==> src/rtl/rbma_pkg.sv <==
package rbma_pkg;

    // Fixed field widths of the stream words
    localparam int SAMPLE_W    = 16;
    localparam int AVG_W       = 24;
    localparam int CNT_OUT_W   = 5;
    localparam int FRAC_W      = 8;
    localparam int S_TDATA_W   = 16;
    localparam int M_TDATA_W   = 32;
    localparam int DEPTH_DEF   = 16;

    typedef enum logic {
        KIND_SAMPLE = 1'b0,
        KIND_CLEAR  = 1'b1
    } kind_t;

    typedef enum logic [1:0] {
        ST_IDLE,
        ST_RMW,
        ST_DIV,
        ST_OUT
    } state_t;

endpackage

==> src/rtl/rbma_ram.sv <==
module rbma_ram #(
    parameter int WIDTH = 16,
    parameter int DEPTH = 16
) (
    input  logic                     aclk,
    input  logic                     we,
    input  logic [$clog2(DEPTH)-1:0] waddr,
    input  logic [WIDTH-1:0]         wdata,
    input  logic                     re,
    input  logic [$clog2(DEPTH)-1:0] raddr,
    output logic [WIDTH-1:0]         rdata
);

    logic [WIDTH-1:0] mem [DEPTH];
    logic [WIDTH-1:0] rdata_reg;

    always_ff @(posedge aclk) begin
        if (we) begin
            mem[waddr] <= wdata;
        end
        if (re) begin
            rdata_reg <= mem[raddr];
        end
    end

    assign rdata = rdata_reg;

endmodule

==> src/rtl/ring_buffer_moving_average_core.sv <==
// Moving average over a ring of the last DEPTH signed 16-bit samples.
//
// Input channel (s_*): one word per item. s_tuser selects the kind: a new
// sample, or a clear that resets write pointer, sum and count and returns nothing.
// s_tdata carries the sample, ignored on a clear.
// Result channel (m_*): one word per sample with the mean (8 fraction
// bits, truncated toward zero), the held count, and the full flag in
// m_tuser.
//
// A sample goes from accept to result in these steps: the ring read happens
// at the accept edge, then the read-modify-write of ring and sum, one step
// per dividend bit in the restoring divider, and the load of the output
// register. The input reopens after that, so the block takes one item at a
// time and accepts no new sample before the last result is loaded; the
// divider sets the rate. A clear leaves the sequencer idle.
//
// Reset (aresetn low, synchronous) empties the window and drops any pending
// result; ring contents are left as they are and are only read once written.
// When the receiver stalls, the result holds in the output register while
// the next item is accepted and worked on; a second result waits in the
// sequencer until the output register frees up.
module ring_buffer_moving_average_core #(
    parameter int DEPTH = rbma_pkg::DEPTH_DEF
) (
    input  logic                           aclk,
    input  logic                           aresetn,
    // input stream
    input  logic                           s_tvalid,
    output logic                           s_tready,
    input  logic [rbma_pkg::S_TDATA_W-1:0] s_tdata,  // [15:0] sample
    input  logic                           s_tuser,  // [0] kind
    // result stream
    output logic                           m_tvalid,
    input  logic                           m_tready,
    output logic [rbma_pkg::M_TDATA_W-1:0] m_tdata,  // [23:0] average, [28:24] held_count
    output logic                           m_tuser   // [0] full_res
);

    localparam int PTR_W  = $clog2(DEPTH);
    localparam int CNT_W  = $clog2(DEPTH + 1);
    // sum of DEPTH samples plus sign
    localparam int SUM_W  = rbma_pkg::SAMPLE_W + PTR_W + 1;
    localparam int MAG_W  = SUM_W - 1;
    localparam int DVD_W  = MAG_W + rbma_pkg::FRAC_W;
    localparam int STEP_W = $clog2(DVD_W);
    localparam int PAD_W  = rbma_pkg::M_TDATA_W - rbma_pkg::AVG_W - rbma_pkg::CNT_OUT_W;

    rbma_pkg::state_t state_reg, state_next;

    logic [PTR_W-1:0]         wp_reg;
    logic [CNT_W-1:0]         count_reg;
    logic signed [SUM_W-1:0]  sum_reg;
    logic [rbma_pkg::SAMPLE_W-1:0] sample_reg;

    // divider
    logic [DVD_W-1:0]         dvd_reg;
    logic [CNT_W-1:0]         rem_reg;
    logic [CNT_W-1:0]         div_reg;
    logic                     neg_reg;
    logic [STEP_W-1:0]        step_reg;

    // output register
    logic                           m_tvalid_reg;
    logic [rbma_pkg::M_TDATA_W-1:0] m_tdata_reg;
    logic                           m_tuser_reg;

    logic s_accept, s_clear, s_sample;
    logic full;
    logic ram_re, ram_we, out_load, div_last;
    logic [rbma_pkg::SAMPLE_W-1:0] ram_rdata;
    logic signed [SUM_W-1:0] old_ext, new_ext, sum_next;
    logic [SUM_W-1:0]        sum_abs;
    logic [CNT_W-1:0]        count_next;
    logic [CNT_W:0]          trial;
    logic                    trial_ge;
    logic [DVD_W-1:0]        quot_signed;

    assign s_accept = s_tvalid && s_tready;
    assign s_clear  = s_accept && (s_tuser == rbma_pkg::KIND_CLEAR);
    assign s_sample = s_accept && (s_tuser == rbma_pkg::KIND_SAMPLE);
    assign full     = (count_reg == CNT_W'(DEPTH));
    assign div_last = (step_reg == STEP_W'(DVD_W - 1));

    // ---------------------------------------------------------------
    // Ring store: read the slot at accept, write the new sample back
    // in the next cycle. One item at a time, so the two never collide.
    // ---------------------------------------------------------------
    rbma_ram #(
        .WIDTH (rbma_pkg::SAMPLE_W),
        .DEPTH (DEPTH)
    ) u_ring (
        .aclk  (aclk),
        .we    (ram_we),
        .waddr (wp_reg),
        .wdata (sample_reg),
        .re    (ram_re),
        .raddr (wp_reg),
        .rdata (ram_rdata)
    );

    // ---------------------------------------------------------------
    // Sequencer: next state
    // ---------------------------------------------------------------
    always_comb begin
        state_next = state_reg;
        case (state_reg)
            rbma_pkg::ST_IDLE: begin
                if (s_sample) begin
                    state_next = rbma_pkg::ST_RMW;
                end
            end
            rbma_pkg::ST_RMW: state_next = rbma_pkg::ST_DIV;
            rbma_pkg::ST_DIV: begin
                if (div_last) begin
                    state_next = rbma_pkg::ST_OUT;
                end
            end
            rbma_pkg::ST_OUT: begin
                if (!m_tvalid_reg || m_tready) begin
                    state_next = rbma_pkg::ST_IDLE;
                end
            end
            default: state_next = rbma_pkg::ST_IDLE;
        endcase
    end

    // ---------------------------------------------------------------
    // Sequencer: outputs
    // ---------------------------------------------------------------
    always_comb begin
        s_tready = 1'b0;
        ram_we   = 1'b0;
        out_load = 1'b0;
        case (state_reg)
            rbma_pkg::ST_IDLE: s_tready = 1'b1;
            rbma_pkg::ST_RMW:  ram_we   = 1'b1;
            rbma_pkg::ST_DIV:  ;
            rbma_pkg::ST_OUT:  out_load = !m_tvalid_reg || m_tready;
            default: ;
        endcase
    end

    assign ram_re = s_sample;

    // ---------------------------------------------------------------
    // Running sum update: drop the overwritten sample once full
    // ---------------------------------------------------------------
    always_comb begin
        old_ext    = full ? SUM_W'(signed'(ram_rdata)) : '0;
        new_ext    = SUM_W'(signed'(sample_reg));
        sum_next   = sum_reg - old_ext + new_ext;
        sum_abs    = sum_next[SUM_W-1] ? SUM_W'(-sum_next) : SUM_W'(sum_next);
        count_next = full ? count_reg : count_reg + CNT_W'(1);
    end

    // restoring divide step: one quotient bit per cycle
    always_comb begin
        trial    = {rem_reg, dvd_reg[DVD_W-1]};
        trial_ge = (trial >= {1'b0, div_reg});
    end

    assign quot_signed = neg_reg ? DVD_W'(-dvd_reg) : dvd_reg;

    // ---------------------------------------------------------------
    // Control state
    // ---------------------------------------------------------------
    always_ff @(posedge aclk) begin
        if (!aresetn) begin
            state_reg <= rbma_pkg::ST_IDLE;
            wp_reg    <= '0;
            count_reg <= '0;
            sum_reg   <= '0;
        end else begin
            state_reg <= state_next;
            if (s_clear) begin
                wp_reg    <= '0;
                count_reg <= '0;
                sum_reg   <= '0;
            end else if (state_reg == rbma_pkg::ST_RMW) begin
                wp_reg    <= (wp_reg == PTR_W'(DEPTH - 1)) ? '0 : wp_reg + PTR_W'(1);
                count_reg <= count_next;
                sum_reg   <= sum_next;
            end
        end
    end

    // ---------------------------------------------------------------
    // Payload and divider datapath
    // ---------------------------------------------------------------
    always_ff @(posedge aclk) begin
        if (s_sample) begin
            sample_reg <= s_tdata;
        end
        case (state_reg)
            rbma_pkg::ST_RMW: begin
                // dividend = |sum| * 256
                dvd_reg  <= {sum_abs[MAG_W-1:0], {rbma_pkg::FRAC_W{1'b0}}};
                rem_reg  <= '0;
                div_reg  <= count_next;
                neg_reg  <= sum_next[SUM_W-1];
                step_reg <= '0;
            end
            rbma_pkg::ST_DIV: begin
                rem_reg  <= trial_ge ? CNT_W'(trial - {1'b0, div_reg}) : trial[CNT_W-1:0];
                dvd_reg  <= {dvd_reg[DVD_W-2:0], trial_ge};
                step_reg <= step_reg + STEP_W'(1);
            end
            default: ;
        endcase
    end

    // ---------------------------------------------------------------
    // Output register: hold the result until the receiver takes it
    // ---------------------------------------------------------------
    always_ff @(posedge aclk) begin
        if (!aresetn) begin
            m_tvalid_reg <= 1'b0;
        end else if (out_load) begin
            m_tvalid_reg <= 1'b1;
        end else if (m_tready) begin
            m_tvalid_reg <= 1'b0;
        end
    end

    always_ff @(posedge aclk) begin
        if (out_load) begin
            m_tdata_reg <= {{PAD_W{1'b0}},
                            rbma_pkg::CNT_OUT_W'(count_reg),
                            quot_signed[rbma_pkg::AVG_W-1:0]};
            m_tuser_reg <= full;
        end
    end

    assign m_tvalid = m_tvalid_reg;
    assign m_tdata  = m_tdata_reg;
    assign m_tuser  = m_tuser_reg;

    // ---------------------------------------------------------------
    // Assertions
    // ---------------------------------------------------------------
    a_count_bound: assert property (@(posedge aclk) disable iff (!aresetn)
        count_reg <= CNT_W'(DEPTH))
        else $error("held count exceeds ring depth");

    a_fill_pointer: assert property (@(posedge aclk) disable iff (!aresetn)
        !full |-> (CNT_W'(wp_reg) == count_reg))
        else $error("write pointer out of step with count while filling");

    a_rmw_after_read: assert property (@(posedge aclk) disable iff (!aresetn)
        $rose(state_reg == rbma_pkg::ST_RMW) |-> $past(ram_re))
        else $error("ring update without a preceding read");

    a_divisor_nonzero: assert property (@(posedge aclk) disable iff (!aresetn)
        (state_reg == rbma_pkg::ST_DIV) |-> (div_reg != '0))
        else $error("divide by zero count");

endmodule

==> config.mk <==
export PLATFORM = sky130hd
export DESIGN_NAME = ring_buffer_moving_average_core
export DESIGN_NICKNAME = d
export VERILOG_FILES = /design/src/rtl/rbma_pkg.sv /design/src/rtl/rbma_ram.sv /design/src/rtl/ring_buffer_moving_average_core.sv
export SDC_FILE = /design/constraint.sdc
export NUM_CORES = 1
export LEC_CHECK = 0
export BUFFER_PORTS_ARGS = -buffer_cell sky130_fd_sc_hd__buf_2
export CAP_MARGIN = 20
export CORE_AREA = 3 3 207 260
export CTS_BUF_LIST = sky130_fd_sc_hd__clkbuf_4 sky130_fd_sc_hd__clkbuf_8 sky130_fd_sc_hd__clkbuf_16
export DETAILED_ROUTE_END_ITERATION = 8
export DIE_AREA = 0 0 210 263
export HOLD_SLACK_MARGIN = 0.02
export SYNTH_ARGS = -nofsm -noshare
export SYNTH_HDL_FRONTEND = slang
export SYNTH_HIERARCHICAL = 1
export SYNTH_SLANG_ARGS = --single-unit
==> constraint.sdc <==
create_clock -name aclk -period 4.37 [get_ports aclk]
set_input_delay 1.0925 -clock aclk [delete_from_list [all_inputs] [get_ports aclk]]
set_output_delay 1.0925 -clock aclk [all_outputs]
set_load 0.005 [all_outputs]
# --- Word-level counts from Yosys, hierarchy flattened ---
# Memory sizes are Yosys's and may differ from the RTL's. A register that Yosys moved wholly into a read port is not among the register bits.
# Cells that the tools add are included.
word_totals:
  wordCells: 64
  in_bits: 21
  ff_bits: 123
  n_memories: 1
  ram_bits: 256
  out_inout_bits: 35
mem_list:
  columns: ["name", "words", "width", "read_ports", "rd_ports_with_merged_regs", "wr", "line", "source"]
  rows:
  - ["u_ring.mem", 16, 16, 1, 1, 1, "rbma_ram.sv:14", "logic [WIDTH-1:0] mem [DEPTH];"]
classes:
  n_eq_ne: 9
  mux: 20
  reduce_logical: 10
  addsub: 8
  magnitude_cmp: 1
  bitwise: 2
op_table:
  columns: ["operator", "n"]
  rows:
  - ["one-hot mux 28 bit (2 select lines)", 1]
  - ["2-to-1 mux 24 bit", 1]
  - ["negation 24 bit", 1]
  - ["adder 21 x 16 -> 21 bit", 1]
  - ["2-to-1 mux 21 bit", 1]
  - ["subtractor 21 bit", 1]
  - ["2-to-1 mux 20 bit", 1]
  - ["negation 20 bit", 1]
  - ["one-hot mux 5 bit (2 select lines)", 2]
  - ["adder 5 x 1 -> 5 bit, second input constant", 2]
  - ["== test 5 bit, second input constant", 2]
  - ["2-to-1 mux 5 bit", 2]
  - ["one-hot mux 2 bit (4 select lines)", 1]
  - ["2-to-1 mux 1 bit", 7]
  - [">= comparator 6 x 5 -> 1 bit", 1]
  - ["2-to-1 mux 2 bit", 3]
  - ["inequality test 2 bit, second input constant", 3]
  - ["subtractor 5 bit", 1]
  - ["adder 4 x 1 -> 4 bit, second input constant", 1]
  - ["== test 2 bit, second input constant", 2]
  - ["== test 4 bit, second input constant", 1]
  - ["2-to-1 mux 4 bit", 1]
  - ["nonzero test 2 bit", 2]
  - ["logical AND 1 bit", 3]
  - ["7 further kinds", 8]

# --- Depth between registers and ports, before layout ---
logic_depth:
  word_depth: 7
  depth_mapped: 21
  mapped_depth_nobuf: 19

# --- Hierarchy ---
# The synthesis kept the hierarchy.
by_module_without_submodules:
  columns: ["module", "area_each_um2", "seq_area_each_um2", "cells_each", "instances"]
  rows:
  - ["rbma_ram", 10203.5, 8167.8, 432, 1]
  - ["ring_buffer_moving_average_core", 7782.5, 3363.2, 769, 1]

# --- Least setup slack after synthesis ---
# No wires, ideal clock.
synth_timing:
  path_kind: "reg-to-reg"
  startpoint: "register count_reg[0]"
  endpoint: "register dvd_reg[24], data pin"
  required_time_ns: 4.190
  path_buffers: 1
  period_less_slack_ns: 4.647
  arrival_time_ns: 4.467
  path_stages_with_launch: 20
  setup_time_ns: 0.180
  path_slack_ns: -0.277
  cell_sequence: "dfxtp_1 -> inv_1 -> ha_1 -> nor4bb_1 -> clkbuf_1 -> and2_1 -> ha_1 -> inv_1 -> ha_1 -> inv_1 -> fa_1 -> and2b_1 -> o31ai_1 -> o311a_1 -> nor4b_2 -> nand2_1 -> nor4_1 -> and4_1 -> mux2_2 -> a221oi_1"
synth_between:
  elab_chain_len: 7
synth_lines:
  columns: ["item", "line", "source"]
  rows:
  - ["start: declaration", "ring_buffer_moving_average_core.sv:51", "logic [CNT_W-1:0] count_reg;"]
  - ["start signal: assignment", "ring_buffer_moving_average_core.sv:181", "count_reg <= count_next;"]
  - ["== test 5 bit *", "ring_buffer_moving_average_core.sv:81", "assign full = (count_reg == CNT_W'(DEPTH));"]
  - ["2-to-1 mux 21 bit *", "ring_buffer_moving_average_core.sv:149", "old_ext = full ? SUM_W'(signed'(ram_rdata)) : '0;"]
  - ["subtractor 21 bit *", "ring_buffer_moving_average_core.sv:151", "sum_next = sum_reg - old_ext + new_ext;"]
  - ["adder 21 x 16 -> 21 bit *", "ring_buffer_moving_average_core.sv:151", null]
  - ["negation 20 bit", "ring_buffer_moving_average_core.sv:152", "sum_abs = sum_next[SUM_W-1] ? SUM_W'(-sum_next) : SUM_W'(sum_next);"]
  - ["2-to-1 mux 20 bit *", "ring_buffer_moving_average_core.sv:152", null]
  - ["one-hot mux 28 bit (2 select lines) *", "ring_buffer_moving_average_core.sv:194", "case (state_reg)"]
  - ["end signal: assignment", "ring_buffer_moving_average_core.sv:197", "dvd_reg <= {sum_abs[MAG_W-1:0], {rbma_pkg::FRAC_W{1'b0}}};"]
  - ["end signal: assignment", "ring_buffer_moving_average_core.sv:205", "dvd_reg <= {dvd_reg[DVD_W-2:0], trial_ge};"]
  - ["end: declaration", "ring_buffer_moving_average_core.sv:56", "logic [DVD_W-1:0] dvd_reg;"]
# Every way passes the cells marked *; elsewhere a longest branch is shown, timed or not.
# A chain may end at the register's enable or synchronous reset.

# --- Final worst setup path ---
layout_timing:
  startpoint: "register count_reg[0]"
  endpoint: "register dvd_reg[27], data pin"
# The elaborated chain is that of the path after synthesis.

==> summary.txt <==
STA
  – Fin crit share: 104%
  – RSZ-0062 raised after global routing: true
  – Final setup vio count: 2
  – Post-route setup slack: -170 ps
  – Hold WS: 481 ps
  – FMAX: 0.220 GHz
  – Clock skew: 14.8 ps
  – Worst rel slew slack: 35.7%
  – Final hold violations: 0
  – Slew Viols, Final: 0
  – Tightest Pin Transition: 963 ps
  – Tmin final: 4540 ps

Synth
  – Synth area leaders: edfxtp_1 (60%), mux4_2 (6.8%), dfxtp_1 (3.7%)
  – Post-synth top flop: edfxtp_1
  – Synth cell types: 71
  – Sequential share of the synthesized area: 64.1%
  – FF+latch count, synth: 395
  – Area leader, netlist: edfxtp_1
  – Synthesized area per cell: 15.0 µm²
  – Post-Synthesis Cells: 1201
  – Yosys warns: 6
  – Synth top area share: 60.4%
  – Mapped cell area: 18000 µm²
  – Async set-reset flop share out of synthesis: 0%
  – EDFF count, synth: 362

Placement
  – Hpwl dp: 25.5 mm
  – Placer Congestion: 0.806
  – Place WS: -183 ps
  – I/O Buffers: 52
  – Post-Place Cells: 1994

Finish
  – Nets@finish: 1462
  – Layout area overhead: 20.4%
  – Area of the multi-input gates: 6240 µm²
  – Layout cells sized above 1: 28.0%
  – Fillers: 4648
  – Max reg flops: 256
  – Inserted Diodes: 0
  – Register area: 11500 µm²
  – Fin cells: 2080

CTS
  – Root Buffer: clkbuf_16
  – H-tree lvl count: 2
  – CTS tree: built
  – Clock Path Buffers: 3
  – CTS Hold Bufs: 0
  – Inserted Clock Buffers: 42
  – Clk slew on worst S/H paths: 60 ps
  – Total clock sinks: 395
  – Clk_lat worst skew: 560 ps

Worst setup path
  – Max FO, Critical Path: 6
  – Required time of the critical path: 4670 ps
  – Slowest-stage cell, CP: or4_4
  – Worst path top cell family by delay: compound AO/OA/AOI/OAI gates
  – Worst setup SP type: register
  – CP arrival: 4840 ps
  – Kind of critical path: reg2reg
  – CP peak stage delay: 560 ps
  – Crit path cell chain: inv_2, ha_4, nor4bb_4, buf_4, buf_2, and2_1, fa_1, inv_2, ha_4, buf_6, o211ai_4, buf_4, o21a_4, a21oi_2, o221a_2, o32ai_2, or4_4, o41ai_4, xnor2_1, mux2_4
  – Buf+Inv Stages, Crit Path: 6
  – CP Capture Type: register
  – Flop2flop setup slack: -170 ps

GRT
  – Largest net degree at the start of global routing: 50
  – Gr usage total: 13.7%
  – First-pass GRT wire length: 59.9 mm
  – Initial antenna violation count: 0
  – Total grt overflow: 0
  – Vias in the first global route: 10700

Floorplanning
  – Starting Density: 34.9%
  – Num rows: 93
  – Die height: 263 µm
  – Core footprint: 51500 µm²
  – Die area: 55200 µm²
  – Die width: 210 µm
  – Top-Level Pins: 56

Detailed routing
  – Routed Antenna Nets: 0
  – First-pass DRT Iterations: 5
  – Wire per inst: 18.2 µm
  – Drt drc: 0
  – Drt initial violations: 491
  – Via-to-Cell Ratio: 4.96
  – Routed wire length: 37.8 mm
  – Vias: 10300

Hold path
  – Hold Path Class: reg2reg

Job
  – Max Cap Viol: 0

Outcome
  – Status: finished, violations left
  – Failing checks: negative setup slack

Power
  – P per Cell Area: 731 nW/µm²
  – P_leak: 7.60 nW
  – VDD IR max: 0.448 mV
  – Final Power: 15.8 mW
==> cell usage in the layout, fill, tap and decap left out, drive strengths merged, types with 4 or more instances in the layout <==
master,count
or3,6
nor2,75
buf,189
and2,31
o311a,4
edfxtp,362
nor4,6
mux2,16
clkbuf,51
fa,21
a21oi,33
nand2,60
xor2,21
clkinv,21
mux4,64
o21a,5
nand4,7
nand4b,4
xnor2,45
a211oi,8
inv,102
o31ai,9
nor3,16
nand3,12
mux2i,21
o21ai,33
dfxtp,33
ha,36
nor2b,13
o41ai,5
a21o,8
a22oi,32
a31oi,5
and3,5
nand2b,6
o211ai,9
==> timing repair <==
item	CTS	global route
gates resized for setup	18	39
hold endpoints to repair	0	0
setup buffers	4	5
endpoints found under the setup margin	8	19
pin swaps	14	16
gates cloned	1	1
==> cell usage after synthesis (5+ instances only) <==
master	count
nand2_1	60
buf_6	6
nor2_1	75
a211oi_1	7
ha_1	36
edfxtp_1	362
nand2b_1	6
xor2_1	21
a22oi_1	32
a21oi_1	32
fa_1	21
clkbuf_1	29
inv_1	102
nand4_1	7
mux2_2	16
xnor2_1	45
o21a_1	5
nor2b_1	13
a21o_1	8
mux2i_1	21
or3_1	6
mux4_1	10
o211ai_1	8
mux4_2	54
nand3_1	12
dfxtp_1	33
o31ai_1	9
and2_1	29
nor4_1	6
nor3_1	16
buf_2	7
a31oi_1	5
and3_1	5
buf_4	6
o21ai_0	29
==> final cells by class <==
type	instances	share of cell area [%]
Sequential cell	395	53.3
Multi-Input combinational cell	654	28.8
Timing Repair Buffer	189	5.99
Clock buffer	51	5.28
Tap cell	665	3.84
Inverter	102	1.79
Clock inverter	24	1.01
==> stage by stage <==
stage          utilization, %  instance area, µm²  setup TNS (ps)
3_5_place_dp             38.6               19900            -450
4_1_cts                  41.5               21400            -224
5_1_grt                  42.0               21700           -1940
3_3_place_gp             38.6               19900            -148
2_1_floorplan               -               18100           -43.9
6_report                 42.0               21700            -279
==> worst paths after layout <==
kind	startpoint	endpoint	depth (start not counted)
worst min register to register	sum_reg[7]$_SDFFE_PP0P_	sum_reg[7]$_SDFFE_PP0P_	2
worst max-delay path	count_reg[0]$_SDFFE_PP0P_	dvd_reg[27]$_DFFE_PP_	20
worst max register to register	count_reg[0]$_SDFFE_PP0P_	dvd_reg[27]$_DFFE_PP_	20
worst min-delay path	sum_reg[7]$_SDFFE_PP0P_	sum_reg[7]$_SDFFE_PP0P_	2
==> worst reg2reg max path, delay by kind of cell, from the launching register on <==
kind            cells  cell delay, ps
simple gates        3             870
flops               1             340
buf+inv             6             650
fa+ha+maj           3             900
mux                 1             270
xor+xnor            1             120
compound gates      6            1130
==> report_power, final <==
group	leakage [nW]	switching (mW)	internal (mW)
registers	3.57	0.400	5.00
clock network	0.675	1.44	2.04
logic	3.36	3.58	3.36
total	7.60	5.43	10.4
==> routing by layer <==
layer,wire length (µm),global-route usage (%)
met1,16100,17.3
met2,19400,24.2
met3,1510,2.42
met4,899,3.66
met5,0,0
==> cells by family (layout without fill, tap and decap cells) <==
logic type      after synthesis  in the layout  share of synthesized area, %
compound gates              173            173                          6.80
xor+xnor                     66             66                          3.21
fa+ha+maj                    57             57                          4.84
buf+inv                     154            366                          3.64
flops                       395            395                          64.1
mux                         101            101                          10.4
other cells                   1              3                        0.0208
simple gates                254            254                          6.98
Note: power is estimated with default switching activity, not from simulation.
